File: src/sv/jvr_pkg.sv
// jvr_pkg: shared types, widths and constants for the jog velocity ramp positioner
// no dependencies; imported by jvr_csr, jvr_ctrl, jvr_datapath and the top level
`timescale 1ns / 1ps
`default_nettype none

package jvr_pkg;

   // fixed point format
   localparam int FRAC_BITS = 16;

   // field widths
   localparam int DT_W    = 16;
   localparam int ACCEL_W = 21;
   localparam int VMAX_W  = 21;
   localparam int HW_W    = 16;
   localparam int POS_W   = 17;
   localparam int SPEED_W = 22;

   // internal widths
   localparam int MAG_W    = ACCEL_W;            // (accel * dt) >> FRAC_BITS
   localparam int VSUM_W   = SPEED_W + 2;        // v + delta and v + nv
   localparam int PROD_W   = VSUM_W + DT_W + 1;  // signed product of sum and dt
   localparam int TRAVEL_W = PROD_W - (FRAC_BITS + 1);
   localparam int WIDE_W   = 27;                 // centre arithmetic

   localparam logic [POS_W-1:0] POS_MAX = {POS_W{1'b1}};

   // register file
   localparam int CSR_ADDR_W = 5;
   localparam int CSR_DATA_W = 32;
   localparam int CSR_IDX_W  = 3;

   localparam logic [CSR_IDX_W-1:0] REG_ACCEL_RATE  = 3'd0;
   localparam logic [CSR_IDX_W-1:0] REG_MAX_SPEED   = 3'd1;
   localparam logic [CSR_IDX_W-1:0] REG_HALF_WIDTH  = 3'd2;
   localparam logic [CSR_IDX_W-1:0] REG_LEFT_LIMIT  = 3'd3;
   localparam logic [CSR_IDX_W-1:0] REG_RIGHT_LIMIT = 3'd4;

   // reset values
   localparam logic [ACCEL_W-1:0] ACCEL_RESET = 21'd112347;
   localparam logic [VMAX_W-1:0]  VMAX_RESET  = 21'd39322;
   localparam logic [HW_W-1:0]    HW_RESET    = 16'd3277;
   localparam logic [POS_W-1:0]   LL_RESET    = '0;
   localparam logic [POS_W-1:0]   RL_RESET    = POS_W'(1) << FRAC_BITS;
   localparam logic [POS_W-1:0]   CENTRE_RESET = POS_W'(1) << (FRAC_BITS - 1);

   typedef struct packed {
      logic [ACCEL_W-1:0] accel_rate;
      logic [VMAX_W-1:0]  max_speed;
      logic [HW_W-1:0]    half_width;
      logic [POS_W-1:0]   left_limit;
      logic [POS_W-1:0]   right_limit;
   } cfg_type;

   // controller to datapath
   typedef struct packed {
      logic load;    // latch the input beat, form the velocity step
      logic vel;     // new velocity and velocity sum
      logic mul;     // travel product
      logic commit;  // position update, state and result write
   } cmd_type;

   // datapath to controller
   typedef struct packed {
      logic out_free;
   } status_type;

endpackage

`default_nettype wire

File: src/sv/jvr_csr.sv
// jvr_csr: apb-style register file holding the motion configuration
// depends on jvr_pkg
`timescale 1ns / 1ps
`default_nettype none

module jvr_csr
   import jvr_pkg::*;
(
   input  wire logic                  clock,
   input  wire logic                  reset,
   input  wire logic                  csr_psel,
   input  wire logic                  csr_penable,
   input  wire logic                  csr_pwrite,
   input  wire logic [CSR_ADDR_W-1:0] csr_paddr,
   input  wire logic [CSR_DATA_W-1:0] csr_pwdata,
   output logic      [CSR_DATA_W-1:0] csr_prdata,
   output logic                       csr_pready,
   output cfg_type                    cfg
);

   cfg_type cfg_ff, cfg_in;
   logic [CSR_IDX_W-1:0] idx;
   logic wr_en;

   assign idx   = csr_paddr[CSR_ADDR_W-1:2];
   assign wr_en = csr_psel & csr_penable & csr_pwrite;
   assign csr_pready = 1'b1;
   assign cfg = cfg_ff;

   always_comb begin
      cfg_in = cfg_ff;
      if (wr_en) begin
         unique case (idx)
            REG_ACCEL_RATE:  cfg_in.accel_rate  = csr_pwdata[ACCEL_W-1:0];
            REG_MAX_SPEED:   cfg_in.max_speed   = csr_pwdata[VMAX_W-1:0];
            REG_HALF_WIDTH:  cfg_in.half_width  = csr_pwdata[HW_W-1:0];
            REG_LEFT_LIMIT:  cfg_in.left_limit  = csr_pwdata[POS_W-1:0];
            REG_RIGHT_LIMIT: cfg_in.right_limit = csr_pwdata[POS_W-1:0];
            default: ;
         endcase
      end
   end

   always_ff @(posedge clock) begin
      if (reset) begin
         cfg_ff.accel_rate  <= ACCEL_RESET;
         cfg_ff.max_speed   <= VMAX_RESET;
         cfg_ff.half_width  <= HW_RESET;
         cfg_ff.left_limit  <= LL_RESET;
         cfg_ff.right_limit <= RL_RESET;
      end else begin
         cfg_ff <= cfg_in;
      end
   end

   always_comb begin
      unique case (idx)
         REG_ACCEL_RATE:  csr_prdata = CSR_DATA_W'(cfg_ff.accel_rate);
         REG_MAX_SPEED:   csr_prdata = CSR_DATA_W'(cfg_ff.max_speed);
         REG_HALF_WIDTH:  csr_prdata = CSR_DATA_W'(cfg_ff.half_width);
         REG_LEFT_LIMIT:  csr_prdata = CSR_DATA_W'(cfg_ff.left_limit);
         REG_RIGHT_LIMIT: csr_prdata = CSR_DATA_W'(cfg_ff.right_limit);
         default:         csr_prdata = '0;
      endcase
   end

endmodule

`default_nettype wire

File: src/sv/jvr_ctrl.sv
// jvr_ctrl: sequencer that steps one tick through the datapath
// depends on jvr_pkg
`timescale 1ns / 1ps
`default_nettype none

module jvr_ctrl
   import jvr_pkg::*;
(
   input  wire logic  clock,
   input  wire logic  reset,
   input  wire logic  req_valid,
   output logic       req_ready,
   input  status_type status,
   output cmd_type    cmd
);

   localparam logic [1:0] ST_IDLE = 2'd0;
   localparam logic [1:0] ST_VEL  = 2'd1;
   localparam logic [1:0] ST_MUL  = 2'd2;
   localparam logic [1:0] ST_POS  = 2'd3;

   logic [1:0] state_ff, state_in;

   assign req_ready = (state_ff == ST_IDLE);

   always_comb begin
      state_in   = state_ff;
      cmd        = '0;
      unique case (state_ff)
         ST_IDLE: begin
            if (req_valid) begin
               cmd.load = 1'b1;
               state_in = ST_VEL;
            end
         end
         ST_VEL: begin
            cmd.vel  = 1'b1;
            state_in = ST_MUL;
         end
         ST_MUL: begin
            cmd.mul  = 1'b1;
            state_in = ST_POS;
         end
         ST_POS: begin
            // wait here while the previous result is still unclaimed
            if (status.out_free) begin
               cmd.commit = 1'b1;
               state_in   = ST_IDLE;
            end
         end
         default: state_in = ST_IDLE;
      endcase
   end

   always_ff @(posedge clock) begin
      if (reset) begin
         state_ff <= ST_IDLE;
      end else begin
         state_ff <= state_in;
      end
   end

   a_accept_starts_tick: assert property (@(posedge clock) disable iff (reset)
      (req_valid && req_ready) |=> (state_ff == ST_VEL))
      else $error("accepted beat did not start the velocity step");

   a_commit_needs_room: assert property (@(posedge clock) disable iff (reset)
      cmd.commit |-> status.out_free)
      else $error("result written over an unclaimed result");

   a_mul_after_vel: assert property (@(posedge clock) disable iff (reset)
      cmd.mul |-> $past(cmd.vel))
      else $error("travel product formed before the velocity step");

endmodule

`default_nettype wire

File: src/sv/jvr_datapath.sv
// jvr_datapath: velocity ramp, trapezoid travel, limit clamp and result register
// depends on jvr_pkg; sequenced by jvr_ctrl
`timescale 1ns / 1ps
`default_nettype none

module jvr_datapath
   import jvr_pkg::*;
(
   input  wire logic              clock,
   input  wire logic              reset,
   input  cfg_type                cfg,
   input  cmd_type                cmd,
   output status_type             status,
   input  wire logic [DT_W-1:0]   req_tick_duration,
   input  wire logic              req_jog_left,
   input  wire logic              req_jog_right,
   output logic                   rsp_valid,
   input  wire logic              rsp_ready,
   output logic [POS_W-1:0]       rsp_centre_position,
   output logic [SPEED_W-1:0]     rsp_speed_now,
   output logic [POS_W-1:0]       rsp_left_edge,
   output logic [POS_W-1:0]       rsp_right_edge,
   output logic                   rsp_hit_wall
);

   function automatic logic [POS_W-1:0] sat_pos(input logic signed [WIDE_W-1:0] x);
      logic [POS_W-1:0] r;
      if (x < 0) begin
         r = '0;
      end else if (x > $signed({{(WIDE_W-POS_W){1'b0}}, POS_MAX})) begin
         r = POS_MAX;
      end else begin
         r = x[POS_W-1:0];
      end
      return r;
   endfunction

   // tick state
   logic [POS_W-1:0]          centre_ff, centre_in;
   logic signed [SPEED_W-1:0] speed_ff, speed_in;

   // per-tick working registers
   logic [DT_W-1:0]            dt_ff;
   logic                       left_ff, right_ff;
   logic [MAG_W-1:0]           mag_ff, mag_in;
   logic signed [SPEED_W-1:0]  nv_ff, nv_in;
   logic signed [VSUM_W-1:0]   sum_ff, sum_in;
   logic signed [TRAVEL_W-1:0] travel_ff, travel_in;

   // result register
   logic                 rsp_valid_ff;
   logic [POS_W-1:0]     out_centre_ff, out_left_ff, out_right_ff;
   logic [SPEED_W-1:0]   out_speed_ff;
   logic                 out_hit_ff;
   logic [POS_W-1:0]     edge_l_in, edge_r_in;
   logic                 hit_in;

   logic [ACCEL_W+DT_W-1:0]  accel_prod;
   logic signed [VSUM_W-1:0] v_ext, mag_ext, vmax_ext, delta, nv_raw, nv_sat, nv_fin;
   logic                     no_req;
   logic signed [PROD_W-1:0] travel_prod;
   logic signed [WIDE_W-1:0] c_raw, c_clamp, hw_ext, ll_ext, rl_ext;

   assign status.out_free = !rsp_valid_ff || rsp_ready;

   // velocity step magnitude, formed as the beat is taken
   assign accel_prod = cfg.accel_rate * req_tick_duration;
   assign mag_in     = accel_prod[FRAC_BITS+MAG_W-1:FRAC_BITS];

   // new velocity: ramp, saturate, stop at zero when coasting
   always_comb begin
      v_ext    = {{(VSUM_W-SPEED_W){speed_ff[SPEED_W-1]}}, speed_ff};
      mag_ext  = {{(VSUM_W-MAG_W){1'b0}}, mag_ff};
      vmax_ext = {{(VSUM_W-VMAX_W){1'b0}}, cfg.max_speed};
      no_req   = (left_ff == right_ff);
      if (no_req) begin
         if (v_ext == 0) begin
            delta = '0;
         end else if (v_ext > 0) begin
            delta = -mag_ext;
         end else begin
            delta = mag_ext;
         end
      end else if (right_ff) begin
         delta = mag_ext;
      end else begin
         delta = -mag_ext;
      end
      nv_raw = v_ext + delta;
      if (nv_raw > vmax_ext) begin
         nv_sat = vmax_ext;
      end else if (nv_raw < -vmax_ext) begin
         nv_sat = -vmax_ext;
      end else begin
         nv_sat = nv_raw;
      end
      if (no_req && ((v_ext > 0 && nv_sat < 0) || (v_ext < 0 && nv_sat > 0))) begin
         nv_fin = '0;
      end else begin
         nv_fin = nv_sat;
      end
      nv_in  = nv_fin[SPEED_W-1:0];
      sum_in = v_ext + nv_fin;
   end

   // trapezoid travel, floor division by an arithmetic slice
   assign travel_prod = sum_ff * $signed({1'b0, dt_ff});
   assign travel_in   = travel_prod[PROD_W-1:FRAC_BITS+1];

   // centre update and limit clamp, left limit first
   always_comb begin
      hw_ext = {{(WIDE_W-HW_W){1'b0}}, cfg.half_width};
      ll_ext = {{(WIDE_W-POS_W){1'b0}}, cfg.left_limit};
      rl_ext = {{(WIDE_W-POS_W){1'b0}}, cfg.right_limit};
      c_raw  = $signed({{(WIDE_W-POS_W){1'b0}}, centre_ff})
             + {{(WIDE_W-TRAVEL_W){travel_ff[TRAVEL_W-1]}}, travel_ff};
      hit_in   = 1'b1;
      speed_in = '0;
      if (c_raw - hw_ext < ll_ext) begin
         c_clamp = ll_ext + hw_ext;
      end else if (c_raw + hw_ext > rl_ext) begin
         c_clamp = rl_ext - hw_ext;
      end else begin
         c_clamp  = c_raw;
         hit_in   = 1'b0;
         speed_in = nv_ff;
      end
      centre_in = sat_pos(c_clamp);
      edge_l_in = sat_pos($signed({{(WIDE_W-POS_W){1'b0}}, centre_in}) - hw_ext);
      edge_r_in = sat_pos($signed({{(WIDE_W-POS_W){1'b0}}, centre_in}) + hw_ext);
   end

   always_ff @(posedge clock) begin
      if (cmd.load) begin
         dt_ff    <= req_tick_duration;
         left_ff  <= req_jog_left;
         right_ff <= req_jog_right;
         mag_ff   <= mag_in;
      end
      if (cmd.vel) begin
         nv_ff  <= nv_in;
         sum_ff <= sum_in;
      end
      if (cmd.mul) begin
         travel_ff <= travel_in;
      end
      if (cmd.commit) begin
         out_centre_ff <= centre_in;
         out_speed_ff  <= speed_in;
         out_left_ff   <= edge_l_in;
         out_right_ff  <= edge_r_in;
         out_hit_ff    <= hit_in;
      end
   end

   always_ff @(posedge clock) begin
      if (reset) begin
         centre_ff    <= CENTRE_RESET;
         speed_ff     <= '0;
         rsp_valid_ff <= 1'b0;
      end else begin
         if (cmd.commit) begin
            centre_ff    <= centre_in;
            speed_ff     <= speed_in;
            rsp_valid_ff <= 1'b1;
         end else if (rsp_ready) begin
            rsp_valid_ff <= 1'b0;
         end
      end
   end

   assign rsp_valid           = rsp_valid_ff;
   assign rsp_centre_position = out_centre_ff;
   assign rsp_speed_now       = out_speed_ff;
   assign rsp_left_edge       = out_left_ff;
   assign rsp_right_edge      = out_right_ff;
   assign rsp_hit_wall        = out_hit_ff;

   a_wall_stops: assert property (@(posedge clock) disable iff (reset)
      (rsp_valid && rsp_hit_wall) |-> (rsp_speed_now == '0))
      else $error("clamped result with nonzero speed");

   a_edges_ordered: assert property (@(posedge clock) disable iff (reset)
      rsp_valid |-> (rsp_left_edge <= rsp_centre_position)
                    && (rsp_centre_position <= rsp_right_edge))
      else $error("edges out of order around the centre");

   a_result_matches_state: assert property (@(posedge clock) disable iff (reset)
      cmd.commit |=> (centre_ff == rsp_centre_position)
                     && (speed_ff == $signed(rsp_speed_now)))
      else $error("result differs from stored state");

endmodule

`default_nettype wire

File: src/sv/jog_velocity_ramp_positioner.sv
// jog_velocity_ramp_positioner: top level, register file, sequencer and datapath
// depends on jvr_pkg, jvr_csr, jvr_ctrl, jvr_datapath
`timescale 1ns / 1ps
`default_nettype none

// Jog carriage positioner with a trapezoidal velocity profile. Each input beat
// carries a tick duration and the two jog buttons; one button alone asks for
// motion that way, both or neither lets the carriage coast to a stop at zero
// speed. Velocity ramps by accel_rate * tick_duration, saturates at
// +/- max_speed, and the centre moves by the mean of old and new speed times
// the tick (floored). An edge past a limit clamps the carriage onto that limit,
// zeroes the speed and raises hit_wall; the left limit wins when both trip.
// All quantities are fixed point with 16 fraction bits.
// Sequence: a tick's result beat is presented after the sequencer has run its
// chain of steps: velocity step multiply at accept, velocity update, travel
// multiply, then the position clamp and result write. A new beat is accepted
// only once the sequencer is back in idle after the previous result write.
// The result sits in an output register, so the next beat is taken while
// it waits; a stalled result holds the sequencer in its last step only.
// Registers sit at byte addresses 0x0 accel_rate, 0x4 max_speed,
// 0x8 half_width, 0xc left_limit, 0x10 right_limit; write them only while idle.

module jog_velocity_ramp_positioner
   import jvr_pkg::*;
(
   input  wire logic                  clock,
   input  wire logic                  reset,
   // tick channel
   input  wire logic                  req_valid,
   output logic                       req_ready,
   input  wire logic [DT_W-1:0]       req_tick_duration,
   input  wire logic                  req_jog_left,
   input  wire logic                  req_jog_right,
   // result channel
   output logic                       rsp_valid,
   input  wire logic                  rsp_ready,
   output logic [POS_W-1:0]           rsp_centre_position,
   output logic [SPEED_W-1:0]         rsp_speed_now,
   output logic [POS_W-1:0]           rsp_left_edge,
   output logic [POS_W-1:0]           rsp_right_edge,
   output logic                       rsp_hit_wall,
   // configuration
   input  wire logic                  csr_psel,
   input  wire logic                  csr_penable,
   input  wire logic                  csr_pwrite,
   input  wire logic [CSR_ADDR_W-1:0] csr_paddr,
   input  wire logic [CSR_DATA_W-1:0] csr_pwdata,
   output logic      [CSR_DATA_W-1:0] csr_prdata,
   output logic                       csr_pready
);

   cfg_type    cfg;      // live configuration
   cmd_type    cmd;      // per-step strobes from the sequencer
   status_type status;   // result register occupancy

   // register file
   jvr_csr u_csr (
      .clock       (clock),
      .reset       (reset),
      .csr_psel    (csr_psel),
      .csr_penable (csr_penable),
      .csr_pwrite  (csr_pwrite),
      .csr_paddr   (csr_paddr),
      .csr_pwdata  (csr_pwdata),
      .csr_prdata  (csr_prdata),
      .csr_pready  (csr_pready),
      .cfg         (cfg)
   );

   // sequencer: idle/accept, velocity, travel multiply, commit
   jvr_ctrl u_ctrl (
      .clock     (clock),
      .reset     (reset),
      .req_valid (req_valid),
      .req_ready (req_ready),
      .status    (status),
      .cmd       (cmd)
   );

   // arithmetic, carriage state and result register
   jvr_datapath u_datapath (
      .clock               (clock),
      .reset               (reset),
      .cfg                 (cfg),
      .cmd                 (cmd),
      .status              (status),
      .req_tick_duration   (req_tick_duration),
      .req_jog_left        (req_jog_left),
      .req_jog_right       (req_jog_right),
      .rsp_valid           (rsp_valid),
      .rsp_ready           (rsp_ready),
      .rsp_centre_position (rsp_centre_position),
      .rsp_speed_now       (rsp_speed_now),
      .rsp_left_edge       (rsp_left_edge),
      .rsp_right_edge      (rsp_right_edge),
      .rsp_hit_wall        (rsp_hit_wall)
   );

endmodule

`default_nettype wire
File: config.mk
export PLATFORM = sky130hd
export DESIGN_NAME = jog_velocity_ramp_positioner
export DESIGN_NICKNAME = d
export VERILOG_FILES = /design/src/sv/jvr_pkg.sv /design/src/sv/jvr_csr.sv /design/src/sv/jvr_ctrl.sv /design/src/sv/jvr_datapath.sv /design/src/sv/jog_velocity_ramp_positioner.sv
export SDC_FILE = /design/constraint.sdc
export NUM_CORES = 2
export LEC_CHECK = 0
export BUFFER_PORTS_ARGS = -buffer_cell sky130_fd_sc_hd__buf_2
export CAP_MARGIN = 20
export CORE_UTILIZATION = 35
export DETAILED_ROUTE_END_ITERATION = 8
export GPL_TIMING_DRIVEN = 0
export SYNTH_ARGS = -nofsm -noshare
export SYNTH_HDL_FRONTEND = slang
export SYNTH_SLANG_ARGS = --single-unit
File: constraint.sdc
create_clock -name clock -period 13.1 [get_ports clock]
set_input_delay 2.62 -clock clock [delete_from_list [all_inputs] [get_ports clock]]
set_output_delay 2.62 -clock clock [all_outputs]
set_load 0.05 [all_outputs]
==> results.txt <==
----------------------------------------------------
[Final layout]
  Multi-input logic area ... around 0.034 mm^2
  Synth-to-Final Area Change ... 9.370%
  Final #Nets ... 6612
  Most used cells in the layout excluding fill and tap cells ... sky130_fd_sc_hd__inv_1, sky130_fd_sc_hd__nand2_1, sky130_fd_sc_hd__fa_1
  Leading cell type in the layout, fill and taps excluded ... sky130_fd_sc_hd__inv_1
  Layout filler cell count ... between 10000 and 15000
  Share of layout cells above drive strength 1 ... under 10%
  Area occupied by registers ... between 0.008 and 0.009 mm^2

[Logic synthesis]
  Fraction of post-synthesis cell area in the top cell type by area ... 27.98%
  Most used DFF post-synth ... sky130_fd_sc_hd__edfxtp_1
  Share of flip-flops with an asynchronous set or reset after synthesis ... 0%
  Mean cell area of the mapped netlist ... 8.812 um^2
  Count of warnings emitted by yosys ... 0
  Number of unique standard cell types used by synthesis ... 94
  Synth area leader ... sky130_fd_sc_hd__fa_1
  Share of the yosys chip area belonging to registers ... 17.66%
  Synthesis-stage register bit count ... 317
  Synth top area cells ... sky130_fd_sc_hd__fa_1, sky130_fd_sc_hd__ha_1, sky130_fd_sc_hd__edfxtp_1
  Number of flops mapped to enable cells by yosys ... 183
  Gate count after technology mapping ... 5254
  Synth Cell Area ... 0.04630 mm^2

[Routing]
  Initial DRC count ... 2947
  Length of routed wiring on met1 ... roughly 65000 um
  Routed len/inst ... 20.50 um
  Highest metal layer used by the detailed router ... met5
  Number of optimization iterations in the first detailed-route pass ... 5
  Detailed route wirelength on metal2 ... 66950 um
  DRT Wirelength ... about 150000 um
  DRC Markers ... 0
  Count of antenna-violating nets left after detailed routing ... 0
  Total number of vias ... 37430
  Vias per cell ... 5.176
  Routed wire length on met3 ... 11480 um

[STA]
  Fin. Hold Viols ... 0
  Number of failing setup endpoints in the final timing report ... 0
  Final worst-path cycle share ... 90.13%
  Maximum clock rate ... 84.70 MHz
  Rel. slew slack ... between 30% and 40%
  Transition time at the pin with the least slew margin ... 1.038 ns
  Final critical delay including setup and external delays ... 11.81 ns
  Pins over their slew limit ... 0
  Setup TNS ... 0 ns
  RSZ-0062 raised after global routing ... no
  Max Clock Skew ... 0.03838 ns

[Critical path]
  Crit-path max cell delay ... 0.58 ns
  Critical path data arrival time ... about 12 ns
  Worst EP required ... between 10 and 15 ns
  Highest fanout seen on the critical path ... 10
  Category of the worst setup path capture point ... flop
  Worst Setup Path Type ... reg -> reg
  Kind of start point of the critical path ... flop
  Crit-path slowest cell ... sky130_fd_sc_hd__a2111oi_0

[Die]
  Area enclosed by the die boundary ... 0.1337 mm^2
  Die Y ... 365.7 um
  Floorplan core area ... 0.1313 mm^2
  Row count ... 133
  Die boundary width ... 365.7 um
  I/O pins ... between 150 and 200
  Initial Utilization ... 35.26%

[Clocking]
  Num CTS Buffers ... 36
  Longest Clk Path Bufs ... 3
  Root Driver ... sky130_fd_sc_hd__clkbuf_16
  Post-CTS Hold Fix Bufs ... 0
  Post-CTS clock slew at the launch and capture registers of the worst setup and hold paths ... 0.06 ns
  Clock sink count ... 317
  Post CTS Setup Buffer Count ... 0
  Maximum level of the CTS H-tree ... 2
  CTS tree ... yes
  Clock latency on the worst-skew pair ... 0.59 ns
  Cells resized by post-CTS repair ... 0

[Placed design]
  Global placer's final weighted congestion ... 0.9555
  DP Wirelength ... 123300 um
  Count of buffers from port buffering ... approximately 140

[GRT]
  Via count of the first global-routing pass ... 37350
  Aggregate global routing overflow ... 0
  Maximum number of pins on one net before global-route repair ... 53
  Global-route total usage across every layer ... 22.43%
  Wire length of the first global-routing pass ... 227400 um
  Initial antenna violation count ... 10

[Run]
  Max-capacitance violation count ... 0

[Hold path]
  Path class of the lowest-slack min-delay path ... reg -> reg

[Run status]
  Outcome ... complete, no violations

----------------------------------------------------
## cells in the mapped netlist, types with 27 or more instances
cell type	n
sky130_fd_sc_hd__inv_1	851
sky130_fd_sc_hd__nand2_1	772
sky130_fd_sc_hd__fa_1	647
sky130_fd_sc_hd__ha_1	454
sky130_fd_sc_hd__and2_1	293
sky130_fd_sc_hd__nor2_1	284
sky130_fd_sc_hd__a21oi_1	248
sky130_fd_sc_hd__clkbuf_1	215
sky130_fd_sc_hd__edfxtp_1	183
sky130_fd_sc_hd__xnor2_1	144
sky130_fd_sc_hd__o21ai_0	137
sky130_fd_sc_hd__dfxtp_1	134
sky130_fd_sc_hd__nor3_1	94
sky130_fd_sc_hd__xor2_1	58
sky130_fd_sc_hd__a21o_1	56
sky130_fd_sc_hd__o21a_1	49
sky130_fd_sc_hd__nor2b_1	46
sky130_fd_sc_hd__nand3_1	41
sky130_fd_sc_hd__a211oi_1	40
sky130_fd_sc_hd__a22oi_1	36
sky130_fd_sc_hd__nand2b_1	35
sky130_fd_sc_hd__nand4_1	30
sky130_fd_sc_hd__mux2i_1	28
sky130_fd_sc_hd__a211o_1	27
## worst paths after layout
path,from,endpoint,slack [ns],cells after the start
hold / removal,u_datapath.centre_ff[5],u_datapath.centre_ff[5],0.50,2
setup / recovery,u_datapath.speed_ff[1],u_datapath.sum_ff[22],1.29,44
hold reg to reg,u_datapath.centre_ff[5],u_datapath.centre_ff[5],0.50,2
setup reg to reg,u_datapath.speed_ff[1],u_datapath.sum_ff[22],1.29,44
## routing by layer
layer,vias up,global-route usage [%]
met3,211,3.869
met5,-,0
li1,17290,-
met4,2,6.350
met1,18630,31.08
met2,1294,35.78
## layout make-up
| class | count | area share, % |
|---|---|---|
| clock buffer | 48 | 2.160 |
| sequential | 317 | 16.15 |
| inverter | 851 | 6.309 |
| buffer | 240 | 1.925 |
| tap | 1755 | 4.337 |
| antenna | 2 | 0.009884 |
| multi-input combinational | 3856 | 67.14 |
| clock inverter | 16 | 0.3558 |
| timing repair buffer | 147 | 1.616 |
## metrics by stage
stage / util [%] / instance area [um^2] / worst slack [ns] / hold slack, ns / cells
2_1_floorplan: - / 46330 / 3.564 / 0.4605 / 5264
3_3_place_gp: 37.50 / 49230 / 1.350 / 0.4867 / 7160
3_5_place_dp: 37.57 / 49320 / 1.431 / 0.4896 / 7164
4_1_cts: 38.54 / 50600 / 1.390 / 0.5024 / 7228
5_1_grt: 38.56 / 50630 / 0.4217 / 0.5163 / 7230
6_report: 38.56 / 50630 / 1.294 / 0.5023 / 7232
## logic make-up (layout without fill, tap and decap cells)
kind of cell,after synthesis,after routing,synth area share (%)
mux,31,31,0.6838
buf+inv,1091,1302,8.997
xor+xnor,202,202,3.822
compound gates,779,779,11.00
simple gates,1731,1731,17.57
other cells,2,14,0.01622
flops,317,317,17.66
fa+ha+maj,1101,1101,40.25
## state kept, by name (all words and copies together), names as in the netlist, 21 cells and up
register,flops
u_datapath.rsp_speed_now,22
u_datapath.speed_ff,22
u_datapath.nv_ff,22
u_datapath.mag_ff,21
u_csr.cfg,92
u_datapath.sum_ff,24
u_datapath.travel_ff,24
## worst max-delay path: cells and delay by family, from the launching register on
family	cells	cell delay, ns
adder cells (fa/ha/maj)	3	0.97
buffers and inverters	4	1.14
XOR/XNOR	2	0.64
AO/OA/AOI/OAI	23	5.54
flip-flops	1	0.36
AND/OR/NAND/NOR	12	2.89
Power is not shown: default switching activity piles up to over one toggle a cycle in this logic, so the estimate is an artifact.
